`src/rtl/footswitch_tap_tempo_controller_macros.svh`:
```
// ----------------------------------------------------------------------------
// Assertion macros for the foot switch tap tempo controller
// Immediate-style wrappers around concurrent properties; empty in synthesis.
// ----------------------------------------------------------------------------
`ifndef FOOTSWITCH_TAP_TEMPO_CONTROLLER_MACROS_SVH
`define FOOTSWITCH_TAP_TEMPO_CONTROLLER_MACROS_SVH

`ifndef SYNTHESIS
// antecedent holds -> consequent holds on the same edge
`define FTT_ASSERT_SAME(lbl, clk, rst_n, ante, cons) \
	lbl: assert property (@(posedge clk) disable iff (!rst_n) (ante) |-> (cons)) \
		else $error("assertion failed");
// antecedent holds -> consequent holds on the next edge
`define FTT_ASSERT_NEXT(lbl, clk, rst_n, ante, cons) \
	lbl: assert property (@(posedge clk) disable iff (!rst_n) (ante) |=> (cons)) \
		else $error("assertion failed");
`else
`define FTT_ASSERT_SAME(lbl, clk, rst_n, ante, cons)
`define FTT_ASSERT_NEXT(lbl, clk, rst_n, ante, cons)
`endif

`endif

```
`src/rtl/ftt_pkg.sv`:
```
// ----------------------------------------------------------------------------
// Foot switch tap tempo controller package
// Register map, mode codes, reset values and shared types.
// ----------------------------------------------------------------------------
`default_nettype none

package ftt_pkg;

	localparam int COUNT_WIDTH_DEF = 16;

	localparam int CFG_IDX_W  = 3;
	localparam int CFG_DATA_W = 16;

	localparam logic [CFG_IDX_W-1:0] REG_SHORT_TICKS   = 3'd0;
	localparam logic [CFG_IDX_W-1:0] REG_LONG_TICKS    = 3'd1;
	localparam logic [CFG_IDX_W-1:0] REG_MIN_TAP_TICKS = 3'd2;
	localparam logic [CFG_IDX_W-1:0] REG_MAX_TAP_TICKS = 3'd3;
	localparam logic [CFG_IDX_W-1:0] REG_TAP_ENABLE    = 3'd4;
	localparam logic [CFG_IDX_W-1:0] REG_TUNER_ENABLE  = 3'd5;

	localparam logic [1:0] MODE_NORMAL = 2'd0;
	localparam logic [1:0] MODE_TAP    = 2'd1;
	localparam logic [1:0] MODE_TUNER  = 2'd2;

	localparam logic [15:0] SHORT_TICKS_RST   = 16'd8;
	localparam logic [14:0] LONG_TICKS_RST    = 15'd64;
	localparam logic [15:0] MIN_TAP_TICKS_RST = 16'd33;
	localparam logic [15:0] MAX_TAP_TICKS_RST = 16'd1000;

	typedef struct packed {
		logic [15:0] short_ticks;
		logic [14:0] long_ticks;
		logic [15:0] min_tap_ticks;
		logic [15:0] max_tap_ticks;
		logic        tap_enable;
		logic        tuner_enable;
	} ftt_cfg_t;

	typedef struct packed {
		logic [1:0]  mode;
		logic [15:0] tap_ticks;
		logic        bypass_toggle;
		logic        mute_pulse;
	} ftt_result_t;

endpackage

`default_nettype wire

```
`src/rtl/ftt_in_if.sv`:
```
// ----------------------------------------------------------------------------
// Tick input channel
// Valid/ready channel carrying the foot switch level of one tick.
// ----------------------------------------------------------------------------
`default_nettype none

interface ftt_in_if;
	logic valid;
	logic ready;
	logic switch_pressed;

	modport source (output valid, output switch_pressed, input ready);
	modport sink (input valid, input switch_pressed, output ready);
endinterface

`default_nettype wire

```
`src/rtl/ftt_out_if.sv`:
```
// ----------------------------------------------------------------------------
// Result output channel
// Valid/ready channel carrying the mode, tap interval and event pulses.
// ----------------------------------------------------------------------------
`default_nettype none

interface ftt_out_if;
	logic        valid;
	logic        ready;
	logic [1:0]  mode;
	logic [15:0] tap_ticks;
	logic        bypass_toggle;
	logic        mute_pulse;

	modport source (output valid, output mode, output tap_ticks, output bypass_toggle,
		output mute_pulse, input ready);
	modport sink (input valid, input mode, input tap_ticks, input bypass_toggle,
		input mute_pulse, output ready);
endinterface

`default_nettype wire

```
`src/rtl/footswitch_tap_tempo_controller.sv`:
```
// ----------------------------------------------------------------------------
// Foot switch tap tempo controller
// Hold/press timing, tap interval capture and mode control per tick.
// ----------------------------------------------------------------------------
// Usage:
//   tick   : one transaction per audio tick carrying the foot switch level.
//   result : one transaction per tick with the mode after that tick, the
//            accepted tap interval and the bypass toggle and mute pulses.
//   wr_en / wr_index / wr_data : register writes, taken on any edge with
//            wr_en high; write only while no tick is in flight.
// An accepted tick loads the input register; from there the result register
// is loaded with the updated state's output and raises result valid once it
// is empty or being drained.
// Throughput is one tick per cycle; the input register feeds the result
// register whenever that register is empty or being drained.
// Reset clears the mode to normal, all counters and the tap interval, and
// loads the register reset values. When the receiver stalls, the result
// register holds, the input register fills, and tick.ready drops only once
// both are occupied.
// ----------------------------------------------------------------------------
`default_nettype none
`include "footswitch_tap_tempo_controller_macros.svh"

module footswitch_tap_tempo_controller
	import ftt_pkg::*;
#(
	parameter int COUNT_WIDTH = COUNT_WIDTH_DEF
) (
	input  wire logic                  clk,
	input  wire logic                  arst_n,
	ftt_in_if.sink                     tick,
	ftt_out_if.source                  result,
	input  wire logic                  wr_en,
	input  wire logic [CFG_IDX_W-1:0]  wr_index,
	input  wire logic [CFG_DATA_W-1:0] wr_data
);

	ftt_cfg_t               cfg_q;
	logic                   valid_s1;
	logic                   pressed_s1;
	logic                   valid_s2;
	ftt_result_t            res_s2;
	logic [COUNT_WIDTH-1:0] hold_q;
	logic [COUNT_WIDTH-1:0] tick_q;
	logic [1:0]             mode_q;
	logic [COUNT_WIDTH-1:0] capt_q;
	logic [15:0]            tap_q;

	logic [COUNT_WIDTH-1:0] hold_nxt;
	logic [COUNT_WIDTH-1:0] tick_nxt;
	logic [1:0]             mode_nxt;
	logic [COUNT_WIDTH-1:0] capt_nxt;
	logic [15:0]            tap_nxt;
	ftt_result_t            res_nxt;
	logic                   adv_s1;

	// register writes
	always_ff @(posedge clk or negedge arst_n) begin
		if (!arst_n) begin
			cfg_q.short_ticks   <= SHORT_TICKS_RST;
			cfg_q.long_ticks    <= LONG_TICKS_RST;
			cfg_q.min_tap_ticks <= MIN_TAP_TICKS_RST;
			cfg_q.max_tap_ticks <= MAX_TAP_TICKS_RST;
			cfg_q.tap_enable    <= 1'b1;
			cfg_q.tuner_enable  <= 1'b1;
		end else if (wr_en) begin
			unique case (wr_index)
				REG_SHORT_TICKS:   cfg_q.short_ticks   <= wr_data;
				REG_LONG_TICKS:    cfg_q.long_ticks    <= wr_data[14:0];
				REG_MIN_TAP_TICKS: cfg_q.min_tap_ticks <= wr_data;
				REG_MAX_TAP_TICKS: cfg_q.max_tap_ticks <= wr_data;
				REG_TAP_ENABLE:    cfg_q.tap_enable    <= wr_data[0];
				REG_TUNER_ENABLE:  cfg_q.tuner_enable  <= wr_data[0];
				default: ;
			endcase
		end
	end

	// advance stage 1 into the result register when that is free or draining
	assign adv_s1     = valid_s1 && (!valid_s2 || result.ready);
	assign tick.ready = !valid_s1 || adv_s1;

	always_ff @(posedge clk or negedge arst_n) begin
		if (!arst_n) begin
			valid_s1 <= 1'b0;
		end else if (tick.ready) begin
			valid_s1 <= tick.valid;
		end
	end

	always_ff @(posedge clk) begin
		if (tick.valid && tick.ready) begin
			pressed_s1 <= tick.switch_pressed;
		end
	end

	ftt_step #(
		.COUNT_WIDTH(COUNT_WIDTH)
	) u_step (
		.cfg      (cfg_q),
		.pressed  (pressed_s1),
		.hold_cur (hold_q),
		.tick_cur (tick_q),
		.mode_cur (mode_q),
		.capt_cur (capt_q),
		.tap_cur  (tap_q),
		.hold_nxt (hold_nxt),
		.tick_nxt (tick_nxt),
		.mode_nxt (mode_nxt),
		.capt_nxt (capt_nxt),
		.tap_nxt  (tap_nxt),
		.res      (res_nxt)
	);

	// commit state once per tick, as it moves into the result register
	always_ff @(posedge clk or negedge arst_n) begin
		if (!arst_n) begin
			hold_q   <= '0;
			tick_q   <= '0;
			mode_q   <= MODE_NORMAL;
			capt_q   <= '0;
			tap_q    <= '0;
			valid_s2 <= 1'b0;
		end else begin
			if (adv_s1) begin
				hold_q <= hold_nxt;
				tick_q <= tick_nxt;
				mode_q <= mode_nxt;
				capt_q <= capt_nxt;
				tap_q  <= tap_nxt;
			end
			if (adv_s1) begin
				valid_s2 <= 1'b1;
			end else if (result.ready) begin
				valid_s2 <= 1'b0;
			end
		end
	end

	always_ff @(posedge clk) begin
		if (adv_s1) begin
			res_s2 <= res_nxt;
		end
	end

	assign result.valid         = valid_s2;
	assign result.mode          = res_s2.mode;
	assign result.tap_ticks     = res_s2.tap_ticks;
	assign result.bypass_toggle = res_s2.bypass_toggle;
	assign result.mute_pulse    = res_s2.mute_pulse;

	`FTT_ASSERT_SAME(a_mute_in_tuner, clk, arst_n, valid_s2 && res_s2.mute_pulse, res_s2.mode == MODE_TUNER)
	`FTT_ASSERT_SAME(a_bypass_in_normal, clk, arst_n, valid_s2 && res_s2.bypass_toggle, res_s2.mode == MODE_NORMAL)
	`FTT_ASSERT_SAME(a_normal_no_tap, clk, arst_n, mode_q == MODE_NORMAL, tap_q == 16'd0)
	`FTT_ASSERT_NEXT(a_state_commit, clk, arst_n, adv_s1, mode_q == res_s2.mode && tap_q == res_s2.tap_ticks)

endmodule

`default_nettype wire

```
`src/rtl/ftt_step.sv`:
```
// ----------------------------------------------------------------------------
// Tap tempo next-state logic
// Works out the controller state and the result for one tick.
// ----------------------------------------------------------------------------
`default_nettype none

module ftt_step
	import ftt_pkg::*;
#(
	parameter int COUNT_WIDTH = COUNT_WIDTH_DEF
) (
	input  wire ftt_cfg_t               cfg,
	input  wire logic                   pressed,
	input  wire logic [COUNT_WIDTH-1:0] hold_cur,
	input  wire logic [COUNT_WIDTH-1:0] tick_cur,
	input  wire logic [1:0]             mode_cur,
	input  wire logic [COUNT_WIDTH-1:0] capt_cur,
	input  wire logic [15:0]            tap_cur,
	output logic      [COUNT_WIDTH-1:0] hold_nxt,
	output logic      [COUNT_WIDTH-1:0] tick_nxt,
	output logic      [1:0]             mode_nxt,
	output logic      [COUNT_WIDTH-1:0] capt_nxt,
	output logic      [15:0]            tap_nxt,
	output ftt_result_t                 res
);

	localparam int CMP_W = (COUNT_WIDTH > 17) ? COUNT_WIDTH : 17;
	localparam logic [COUNT_WIDTH-1:0] CMAX = {COUNT_WIDTH{1'b1}};

	logic [COUNT_WIDTH-1:0] hold_inc;
	logic [16:0]            triple17;
	logic [CMP_W-1:0]       hold_inc_x;
	logic [CMP_W-1:0]       hold_x;
	logic [CMP_W-1:0]       short_x;
	logic [CMP_W-1:0]       long_x;
	logic [CMP_W-1:0]       triple_x;
	logic [CMP_W-1:0]       capt_x;
	logic [CMP_W-1:0]       min_x;
	logic [CMP_W-1:0]       max_x;
	logic                   bypass;
	logic                   mute;

	assign hold_inc   = hold_cur + COUNT_WIDTH'(1);
	assign triple17   = {1'b0, cfg.long_ticks, 1'b0} + {2'b00, cfg.long_ticks};
	assign hold_inc_x = CMP_W'(hold_inc);
	assign hold_x     = CMP_W'(hold_cur);
	assign short_x    = CMP_W'(cfg.short_ticks);
	assign long_x     = CMP_W'(cfg.long_ticks);
	assign triple_x   = CMP_W'(triple17);
	assign capt_x     = CMP_W'(capt_cur);
	assign min_x      = CMP_W'(cfg.min_tap_ticks);
	assign max_x      = CMP_W'(cfg.max_tap_ticks);

	always_comb begin
		tick_nxt = (tick_cur != CMAX) ? tick_cur + COUNT_WIDTH'(1) : tick_cur;
		hold_nxt = hold_cur;
		mode_nxt = mode_cur;
		capt_nxt = capt_cur;
		tap_nxt  = tap_cur;
		bypass   = 1'b0;
		mute     = 1'b0;
		if (pressed) begin
			// a saturated hold counter fires no threshold again
			if (hold_cur != CMAX) begin
				hold_nxt = hold_inc;
				if (mode_cur == MODE_TAP && hold_inc_x == short_x) begin
					capt_nxt = tick_nxt;
					tick_nxt = '0;
				end
				if (hold_inc_x == long_x) begin
					if (mode_cur == MODE_NORMAL) begin
						if (cfg.tap_enable) begin
							mode_nxt = MODE_TAP;
							tick_nxt = '0;
						end
					end else begin
						mode_nxt = MODE_NORMAL;
						tap_nxt  = '0;
					end
				end
				if (hold_inc_x == triple_x && mode_nxt == MODE_TAP && cfg.tuner_enable) begin
					mode_nxt = MODE_TUNER;
					mute     = 1'b1;
				end
			end
		end else begin
			if (hold_x >= short_x && hold_x < long_x) begin
				if (mode_cur == MODE_NORMAL) begin
					bypass = 1'b1;
				end else if (mode_cur == MODE_TAP) begin
					tap_nxt = (min_x < capt_x && capt_x < max_x) ? 16'(capt_cur) : 16'd0;
				end
			end
			hold_nxt = '0;
		end
	end

	always_comb begin
		res.mode          = mode_nxt;
		res.tap_ticks     = tap_nxt;
		res.bypass_toggle = bypass;
		res.mute_pulse    = mute;
	end

endmodule

`default_nettype wire
```
`src/flat_wrapper.sv`:
```
// flat-port wrapper written by rule: the top's interface ports become plain ports
module footswitch_tap_tempo_controller_flat import ftt_pkg::*;
#(
	parameter int COUNT_WIDTH = COUNT_WIDTH_DEF
)
  (clk, arst_n, wr_en, wr_index, wr_data, tick_valid, tick_switch_pressed, tick_ready, result_valid, result_mode, result_tap_ticks, result_bypass_toggle, result_mute_pulse, result_ready);
  ftt_in_if tick_i ();
  ftt_out_if result_i ();
  input  wire logic clk;
  input  wire logic arst_n;
  input  wire logic wr_en;
  input  wire logic [CFG_IDX_W-1:0] wr_index;
  input  wire logic [CFG_DATA_W-1:0] wr_data;
  input wire logic [$bits(tick_i.valid)-1:0] tick_valid;
  input wire logic [$bits(tick_i.switch_pressed)-1:0] tick_switch_pressed;
  output wire logic [$bits(tick_i.ready)-1:0] tick_ready;
  output wire logic [$bits(result_i.valid)-1:0] result_valid;
  output wire logic [$bits(result_i.mode)-1:0] result_mode;
  output wire logic [$bits(result_i.tap_ticks)-1:0] result_tap_ticks;
  output wire logic [$bits(result_i.bypass_toggle)-1:0] result_bypass_toggle;
  output wire logic [$bits(result_i.mute_pulse)-1:0] result_mute_pulse;
  input wire logic [$bits(result_i.ready)-1:0] result_ready;
  assign tick_i.valid = tick_valid;
  assign tick_i.switch_pressed = tick_switch_pressed;
  assign tick_ready = tick_i.ready;
  assign result_valid = result_i.valid;
  assign result_mode = result_i.mode;
  assign result_tap_ticks = result_i.tap_ticks;
  assign result_bypass_toggle = result_i.bypass_toggle;
  assign result_mute_pulse = result_i.mute_pulse;
  assign result_i.ready = result_ready;
  footswitch_tap_tempo_controller #(.COUNT_WIDTH(COUNT_WIDTH)) u_core (.clk(clk), .arst_n(arst_n), .tick(tick_i), .result(result_i), .wr_en(wr_en), .wr_index(wr_index), .wr_data(wr_data));
endmodule
```
`config.mk`:
```
export PLATFORM = sky130hd
export DESIGN_NAME = footswitch_tap_tempo_controller_flat
export DESIGN_NICKNAME = d
export VERILOG_FILES = /design/src/rtl/ftt_pkg.sv /design/src/rtl/ftt_in_if.sv /design/src/rtl/ftt_out_if.sv /design/src/rtl/footswitch_tap_tempo_controller.sv /design/src/rtl/ftt_step.sv /design/src/flat_wrapper.sv
export VERILOG_INCLUDE_DIRS = /design/src /design/src/rtl
export SDC_FILE = /design/constraint.sdc
export NUM_CORES = 1
export LEC_CHECK = 0
export ABC_CLOCK_PERIOD_IN_PS = 9850
export BUFFER_PORTS_ARGS = -buffer_cell sky130_fd_sc_hd__buf_2
export CORE_MARGIN = 2
export CORE_UTILIZATION = 65
export DETAILED_ROUTE_END_ITERATION = 10
export GPL_TIMING_DRIVEN = 0
export MAX_ROUTING_LAYER = met4
export PLACE_DENSITY_LB_ADDON = 0.2
export SKIP_LAST_GASP = 1
export SLEW_MARGIN = 20
export SYNTH_ARGS = -nofsm -noshare
export SYNTH_HDL_FRONTEND = slang
export SYNTH_SLANG_ARGS = --single-unit
```
`constraint.sdc`:
```
create_clock -name clk -period 9.85 [get_ports clk]
set_clock_uncertainty 0.15 [all_clocks]
set_input_delay 1.97 -clock clk [delete_from_list [all_inputs] [get_ports clk]]
set_output_delay 1.97 -clock clk [all_outputs]
set_load 0.05 [all_outputs]
```
Word-level counts from Yosys, hierarchy flattened
Index checks and enable logic that the tools add are counted.

word-level totals
  latch bits = 0
  memory bits (read-only) = 0
  output and inout bits = 22
  word-level logic and storage cells = 92
  bits in writable memories = 0
  input bits = 25
  memories kept = 0
  register bits after elaboration = 154

operators by class
  multiply operators = 0
  muxes and demuxes = 29
  eq/ne operators = 13
  bitwise logic cells = 1
  reduce and logical (&&, ||, !) cells = 24
  $add $sub $neg = 3
  magnitude comparators = 4
  divide/modulo/power cells = 0
  shift operators = 0

operators with widths
  cell                     number
  $mux W16                 17
  $add A16 B1 Y16 const B  2
  $lt A16 B16 Y1           2
  $ne A16 B16 Y1 const B   2
  $add A16 B15 Y17         1
  $eq A16 B17 Y1           1
  $eq A16 B15 Y1           1
  $eq A16 B16 Y1           1
  $ge A16 B16 Y1           1
  $lt A16 B15 Y1           1
  $mux W2                  8
  $reduce_and A2 Y1        8
  $logic_and A1 B1 Y1      7
  $eq A3 B2 Y1 const B     2
  $eq A3 B3 Y1 const B     2
  $eq A2 B1 Y1 const B     2
  $mux W1                  4
  $reduce_and A4 Y1        1
  $eq A3 B1 Y1 const B     1
  $logic_not A3 Y1         1
  $logic_not A1 Y1         2
  $logic_not A2 Y1         1
  $logic_or A1 B1 Y1       2
  $ne A2 B2 Y1 const B     1
  3 further kinds          3

Depth between registers and ports, before layout
Gate-level depths: netlist (run 1).

  word-level depth = 11
  mapped depth = 14
  gate-level depth less buffers = 12

Modules after synthesis
A second synthesis (run 1) with hierarchy kept.

second synthesis, totals
  cells, all modules = 920
  area total of the unflattened synthesis = 10085.9 um^2

by module, submodules not included
  module                           seq. area each (um^2)  instances  area an instance (um^2)  cells each
  footswitch_tap_tempo_controller  3973.8                 1          5681.7                   312
  ftt_step                         0.0                    1          4404.2                   608

Worst setup path before layout (run 1)
OpenSTA, ideal clock, no wires.

  path type = in2out
  start = input result_ready
  end = output tick_ready
  stages on the path = 1
  setup slack = 5.277 ns
  buffers on the path = 0
  arrival time = 2.453 ns
  required time = 7.730 ns
  path through = nand3b_1

between the ends
  word-level cells in the longest chain between the ends = 3

ends and longest elaborated chain
  what                 RTL line                               source
  start, declared      flat_wrapper.sv:22                     input wire logic [$bits(result_i.ready)-1:0] result_ready;
  $logic_or A1 B1 Y1   footswitch_tap_tempo_controller.sv:80  assign adv_s1 = valid_s1 && (!valid_s2 || result.ready);
  $logic_and A1 B1 Y1  footswitch_tap_tempo_controller.sv:80
  $logic_or A1 B1 Y1   footswitch_tap_tempo_controller.sv:81  assign tick.ready = !valid_s1 || adv_s1;
  end, declared        flat_wrapper.sv:16                     output wire logic [$bits(tick_i.ready)-1:0] tick_ready;

Every way passes these cells.

Worst setup path in the final report (run 1)
  start = register u_core.hold_q[3]
  end = register u_core.res_s2, in the netlist u_core.result.mode[1] (data pin)

between the ends
  word-level cells in the longest chain between the ends = 11
  elaborated cells on any way between the ends = 13
  those cells by class = 1 x add/sub; 4 x eq/ne; 6 x mux; 2 x reduce/logical

ends and longest elaborated chain
  what                               RTL line                                source
  start, declared                    footswitch_tap_tempo_controller.sv:43   logic [COUNT_WIDTH-1:0] hold_q;
  start signal, assigned             footswitch_tap_tempo_controller.sv:126  hold_q <= hold_nxt;
  $add A16 B1 Y16                    ftt_step.sv:43                          assign hold_inc = hold_cur + COUNT_WIDTH'(1);
  $eq A16 B15 Y1                     ftt_step.sv:70                          if (hold_inc_x == long_x) begin
  $mux W2                            ftt_step.sv:70
  $mux W2                            ftt_step.sv:64                          if (hold_cur != CMAX) begin
  $mux W2                            ftt_step.sv:62                          if (pressed) begin
  $eq A2 B1 Y1                       ftt_step.sv:81                          if (hold_inc_x == triple_x && mode_nxt == MODE_TAP && cfg.tuner_enable) begin
  $logic_and A1 B1 Y1 (2 in series)  ftt_step.sv:81
  $mux W2                            ftt_step.sv:81
  $mux W2 (*)                        ftt_step.sv:64
  $mux W2 (*)                        ftt_step.sv:62
  via u_core.mode_nxt[1]             footswitch_tap_tempo_controller.sv:51   logic [1:0] mode_nxt;
  end signal, assigned               footswitch_tap_tempo_controller.sv:142  res_s2 <= res_nxt;
  end, declared                      footswitch_tap_tempo_controller.sv:42   ftt_result_t res_s2;

Mark *: on every way through the listed nets, which the timed path passes. The rest lies on a longest branch. The select of a mux whose other input is x is not followed.
A chain may end at the register's enable or synchronous reset.

==> results.toml, run 1 <==
[outcome]
status = "finished clean"

[setup_path]
crit_path_start_kind = "flop"
critPathKind = "flop to flop"
path_cells = "nand4_1 > nor4_1 > xnor2_1 > or4b_1 > or4_4 > or2_4 > a2111oi_4 > nand3_2 > o31ai_1"
cp-end-kind = "flop"
crit_required_ps = 9890
cpPeakStageDelay_ps = 760
cp.arrival_ps = 4650
slowest_stage = "nor4_1"
reg2reg_slack_ps = 5230
crit_fanout = 10

[timing]
tns_ps = 0
setup_ws_ps = 5230
relSlewSlack = 0.255
timing.hold.ws_ps = 348
slew_violations = 0
rsz0062_at_grt = "false"
min_period_ps = 4620
finalHoldViolations = 0
setup_viol = 0
timing.fmax_mhz = 217
worst_pin_slew_ps = 1110
fin_crit_sh = 0.469

[synth]
synthArstFlopShare = 0.864
synth_area_um2 = 9760
synth_area_leader_cell = "dfrtp_1"
ys_warn_count = 0
synthXorXnorAreaFrac = 0.0751
syn_inst = 1022
syn_avg_cell_area_um2 = 9.55
yosys.area_share.simple = 0.154
yosys-top-cells-area = "dfrtp_1 (31%), ha_1 (10%), edfxtp_1 (6.5%)"
synth_seq_area_share = 0.407
synth_top_family_by_area = "compound AO/OA/AOI/OAI gates"
synth_seq_cells = 154
yosys-top-cells-count = "dfrtp_1 (121), nand2_1 (102), o21ai_0 (90)"
synthAdderAreaFrac = 0.103
synthMuxAreaShare = 0.0477
synth_edf_count = 21
synth_top_area_share = 0.310
syn_nets = 1127
ys.flop_type = "dfrtp_1"
synth_compound_area_frac = 0.165
synthMostInstantiatedCell = "dfrtp_1"
ys_types = 64

[power_and_ir_drop]
power.sequential.fraction = 0.395
p_sw_w = 0.000693
p_total_w = 0.00207
leakage_nw = 4.80
netSwitchingFraction = 0.335
pwr-share-comb = 0.297
clkPwrFrac = 0.308
vdd_drop_max_uv = 138
intPower_w = 0.00138
p_per_area_nw_per_um2 = 191

[detailed_routing]
dr.pass1.iters = 6
wl_per_cell_um = 19.7
vias_per_cell = 6.32
vias = 8124
drt-total-wl_um = 25400
drt_iter0_drc = 893
ant_nets = 0
drc = 0

[clock_tree]
post_cts_resized = 0
cts_setup_buffers = 0
clk_latency_ps = 430
cts_root_buf = "clkbuf_16"
postCtsHoldBufs = 0
cts_tree = "done"
clk_pin_slew_worst_paths_ps = 60
cts_sinks = 154
cts.htree.levels = 4
numCtsBuffers = 17
cts_buffer_depth = 2

[floorplan]
dieArea_um2 = 16000
die_y_um = 127
initial_core_util = 0.669
core-area_um2 = 14600
die_w_um = 127
num_rows = 44
io_pins = 47

[worst_hold_path]
hp-class = "flop to flop"

[final_layout]
areaGrowthSynthToFinish_pct = 11.0
drive_gt1_frac = 0.136
nNetsFinal = 1193

[global_route]
gr-total-overflow = 0
grt_pass1_wl_um = 40500
grt_max_degree = 80
track_usage = 0.333
grt_pass1_vias = 7784
antenna_found_initial = 1

[placement]
dp_slack_ps = 5250
io_buffers = 46
hpwl_um = 18600
place_congestion = 0.977

[run]
maxCapViolCount = 0
per-stage QoR:
step | cells | instance area (um2) | utilization
after global routing | 1286 | 10800 | 0.743
after detailed placement | 1253 | 10300 | 0.704
after global placement | 1252 | 10200 | 0.701
after floorplan | 1022 | 9760 | -
after CTS | 1285 | 10800 | 0.743
final | 1286 | 10800 | 0.743
placed cells by master, fill, tap and decap left out, types with 17 or more instances in the layout:
master	netlist	routed
buf_2	11	56
clkbuf_16	0	17
a21oi_1	59	59
o21ai_0	90	90
nand2_1	102	102
nor2_1	46	46
a21o_1	25	25
dfrtp_1	121	121
edfxtp_1	21	21
nor3_1	19	19
xor2_1	23	23
ha_1	79	79
nand4_1	22	22
nand3_1	21	21
mux2_2	36	36
xnor2_1	53	53
inv_1	76	76
clkbuf_1	32	32
worst max-delay path, delay by kind of cell (launching register included):
family	cells	cell delay, ps
XOR/XNOR	1	300
AND/OR/NAND/NOR	6	2640
AO/OA/AOI/OAI	2	820
flip-flops	1	460
sequential cells by signal (all words and copies together) (netlist names), 2 cells and up:
register	count
u_core.tick_q	16
u_core.hold_q	16
u_core.result.mode	2
u_core.cfg_q	65
u_core.mode_q	2
u_core.capt_q	16
u_core.result.tap_ticks	16
u_core.tap_q	16
per-layer routing:
layer  up-vias  GRT usage  routed length [um]
li1       3779          -                   -
met1      3938      0.474               11500
met2       351      0.484               11400
met3        56     0.0704                1990
met4         0     0.0995                 535
met5         -          -                   0
path summary, 6_finish.rpt:
| kind | start | to | cells after the start |
|---|---|---|---|
| worst max-delay path | u_core.hold_q[3]$_DFFE_PN0P_ | u_core.result.mode[1]$_DFFE_PP_ | 9 |
| worst min-delay path | u_core.tap_q[0]$_DFFE_PN0P_ | u_core.tap_q[0]$_DFFE_PN0P_ | 1 |
| worst max register to register | u_core.hold_q[3]$_DFFE_PN0P_ | u_core.result.mode[1]$_DFFE_PP_ | 9 |
| worst min register to register | u_core.tap_q[0]$_DFFE_PN0P_ | u_core.tap_q[0]$_DFFE_PN0P_ | 1 |
| max in group asynchronous | arst_n | u_core.cfg_q[0]$_DFFE_PN1P_ | 2 |
| min in group asynchronous | arst_n | u_core.cfg_q[46]$_DFFE_PN0P_ | 1 |
layout make-up:
type                    instances  area [um2]
diodes                          1        2.50
plain buffers                  44         188
clock buffers                  19         443
clock inverters                13         128
fillers                      1045        3750
inverters                      76         285
multi-input cells             748        5320
flip-flops and latches        154        3970
well taps                     184         230
repair buffers                 47         268
power by group through the flow:
stage | clock, W | combinational, W | sequential (W)
after floorplan | 0 | 0.000442 | 0.000818
after detailed placement | 0 | 0.000600 | 0.000825
final | 0.000637 | 0.000615 | 0.000817
after global routing | 0.000666 | 0.000683 | 0.000828
after CTS | 0.000638 | 0.000609 | 0.000815
after global placement | 0 | 0.000581 | 0.000823
kinds of logic (layout without fill, tap and decap cells):
group                      Yosys count  count (layout)
buffers and inverters              120             199
AOI/OAI and AO/OA                  256             256
other                                0               1
DFF                                154             154
adders and majority gates           80              80
muxes                               42              42
xor gates and xnor gates            79              79
and+or+nand+nor                    291             291
(Power assumes the default switching activity.)
==> run 2: changes to the inputs <==
- ABC_CLOCK_PERIOD_IN_PS: 9850 -> 4670
- CORE_UTILIZATION: 65 -> 63
- clock period: 9.85 -> 4.67 ns (I/O delays scaled with it)
==> run 2 against run 1 <==
  * Non-clock buffer count increased by 3
  * Clock-buffer cell count decreased by 2
  * Via count increased by 1.3%
  * Critical endpoint is now u_core.tap_q[11]$_DFFE_PN0P_
  * Largest cell class unchanged
  * Largest power group unchanged
==> results.toml, run 2 (same netlist as run 1, synthesis figures left out) <==
[power_and_ir_drop]
p_per_area_nw_per_um2 = 415
leakage_nw = 4.86
pwr-share-comb = 0.286
clkPwrFrac = 0.335
vdd_drop_max_uv = 334
power.sequential.fraction = 0.379
netSwitchingFraction = 0.328
intPower_w = 0.00306
p_sw_w = 0.00149

[global_route]
antenna_found_initial = 1
grt_pass1_wl_um = 42200
gr-total-overflow = 0
grt_max_degree = 75
grt_pass1_vias = 8035
track_usage = 0.344

[timing]
rsz0062_at_grt = "false"
worst_pin_slew_ps = 832
min_period_ps = 4360
timing.fmax_mhz = 229
slew_violations = 0
fin_crit_sh = 0.934
tns_ps = 0
relSlewSlack = 0.445
setup_viol = 0
finalHoldViolations = 0

[floorplan]
num_rows = 45
io_pins = 47
core-area_um2 = 15100
die_w_um = 128
dieArea_um2 = 16500
die_y_um = 128
initial_core_util = 0.645

[setup_path]
cp-end-kind = "flop"
crit_required_ps = 4840
r2r-end = "u_core.tap_q[11]$_DFFE_PN0P_"
cp.arrival_ps = 4530
critPathBufInv = 3
rr_startpoint = "u_core.hold_q[10]$_DFFE_PN0P_"
r2r_cells = 12
path_cells = "clkbuf_1 > nand4_1 > nor4_4 > xnor2_1 > or4b_1 > or4_4 > nor3_1 > o22ai_1 > nand2b_1 > buf_2 > buf_2 > a22o_1"
slowest_stage = "or4_4"
reg2reg_slack_ps = 310
cpPeakStageDelay_ps = 530
critPathKind = "flop to flop"
worst_path_most_repeated_cell = "buf_2"
cp_top_family = "simple AND/OR/NAND/NOR gates"
crit_path_start_kind = "flop"
crit_fanout = 10

[placement]
io_buffers = 46
place_congestion = 0.942
hpwl_um = 18800
placed_cell_area_um2 = 10300

[run]
maxCapViolCount = 0

[detailed_routing]
drt_iter0_drc = 850
vias = 8226
ant_nets = 0
dr.pass1.iters = 6
wl_per_cell_um = 20.2
drc = 0
vias_per_cell = 6.36
drt-total-wl_um = 26100

[final_layout]
nNetsFinal = 1196
largest_register_ffs = 65
register_area_um2 = 3970
drive_gt1_frac = 0.143
most-common-layout-cells = "dfrtp_1 (121), nand2_1 (102), o21ai_0 (90)"
largest_register = "u_core.cfg_q"
fillers = 1153
final_common_cell = "dfrtp_1"
multi_input_area_um2 = 5350
final_area_um2 = 11000
areaGrowthSynthToFinish_pct = 12.4

[clock_tree]
clk_latency_ps = 440
cts_root_buf = "clkbuf_16"
cts_buffer_depth = 2
cts_sinks = 154
clk_pin_slew_worst_paths_ps = 60
numCtsBuffers = 17
cts.htree.levels = 4
cts_tree = "done"
postCtsHoldBufs = 0

[outcome]
status = "finished clean"

[worst_hold_path]
hp-class = "input port to async pin"
-- run 2: layout make-up --
cell class / instances / share of cell area
Clock buffer: 17 / 0.0388
Tap cell: 188 / 0.0214
Multi-Input combinational cell: 748 / 0.487
Buffer: 44 / 0.0171
Sequential cell: 154 / 0.362
Inverter: 76 / 0.0260
Timing Repair Buffer: 50 / 0.0265
Antenna cell: 2 / 0.000456
Clock inverter: 15 / 0.0203
-- run 2: what timing repair did --
item / CTS / global route
setup endpoints to repair: 0 / 56
setup buffers: 0 / 3
resized for setup: 0 / 4
-- run 2: worst max-delay path by stage --
stage,endpoint,depth (start not counted),slack [ps],startpoint
final,u_core.tap_q[11]$_DFFE_PN0P_,12,310,u_core.hold_q[10]$_DFFE_PN0P_
after global routing,u_core.tap_q[9]$_DFFE_PN0P_,12,10,u_core.hold_q[10]$_DFFE_PN0P_
after CTS,u_core.tap_q[11]$_DFFE_PN0P_,11,40,u_core.hold_q[3]$_DFFE_PN0P_
after detailed placement,u_core.tap_q[10]$_DFFE_PN0P_,11,80,u_core.hold_q[3]$_DFFE_PN0P_
after global placement,u_core.tick_q[10]$_DFFE_PN0P_,10,220,u_core.hold_q[3]$_DFFE_PN0P_
after floorplan,u_core.result.mode[0]$_DFFE_PP_,10,900,u_core.hold_q[10]$_DFFE_PN0P_
-- run 2: metrics by stage --
stage / instances / setup slack (ps) / hold WS, ps / util / power (W)
2_1_floorplan: 1022 / 897 / 307 / - / 0.00266
3_5_place_dp: 1257 / 84.1 / 335 / 0.678 / 0.00301
6_report: 1294 / 307 / 290 / 0.725 / 0.00455
3_3_place_gp: 1256 / 216 / 333 / 0.675 / 0.00297
5_1_grt: 1293 / 13.7 / 321 / 0.724 / 0.00479
4_1_cts: 1289 / 43.0 / 306 / 0.721 / 0.00454
-- run 2: routing by layer --
layer  up-vias  global-route usage  wire (um)  share of wire
met1      4015               0.483      11800           0.45
li1       3804                   -          -              -
met4         0               0.120        682          0.026
met3        62              0.0844       2130          0.081
met2       345               0.487      11500           0.44
met5         -                   -          0              0
-- run 2: power groups by stage --
stage / clock network [W] / registers (W) / logic, W
after floorplan: 0 / 0.00173 / 0.000932
after global placement: 0 / 0.00174 / 0.00123
after detailed placement: 0 / 0.00174 / 0.00127
after CTS: 0.00153 / 0.00172 / 0.00129
after global routing: 0.00159 / 0.00175 / 0.00146
final: 0.00152 / 0.00173 / 0.00130
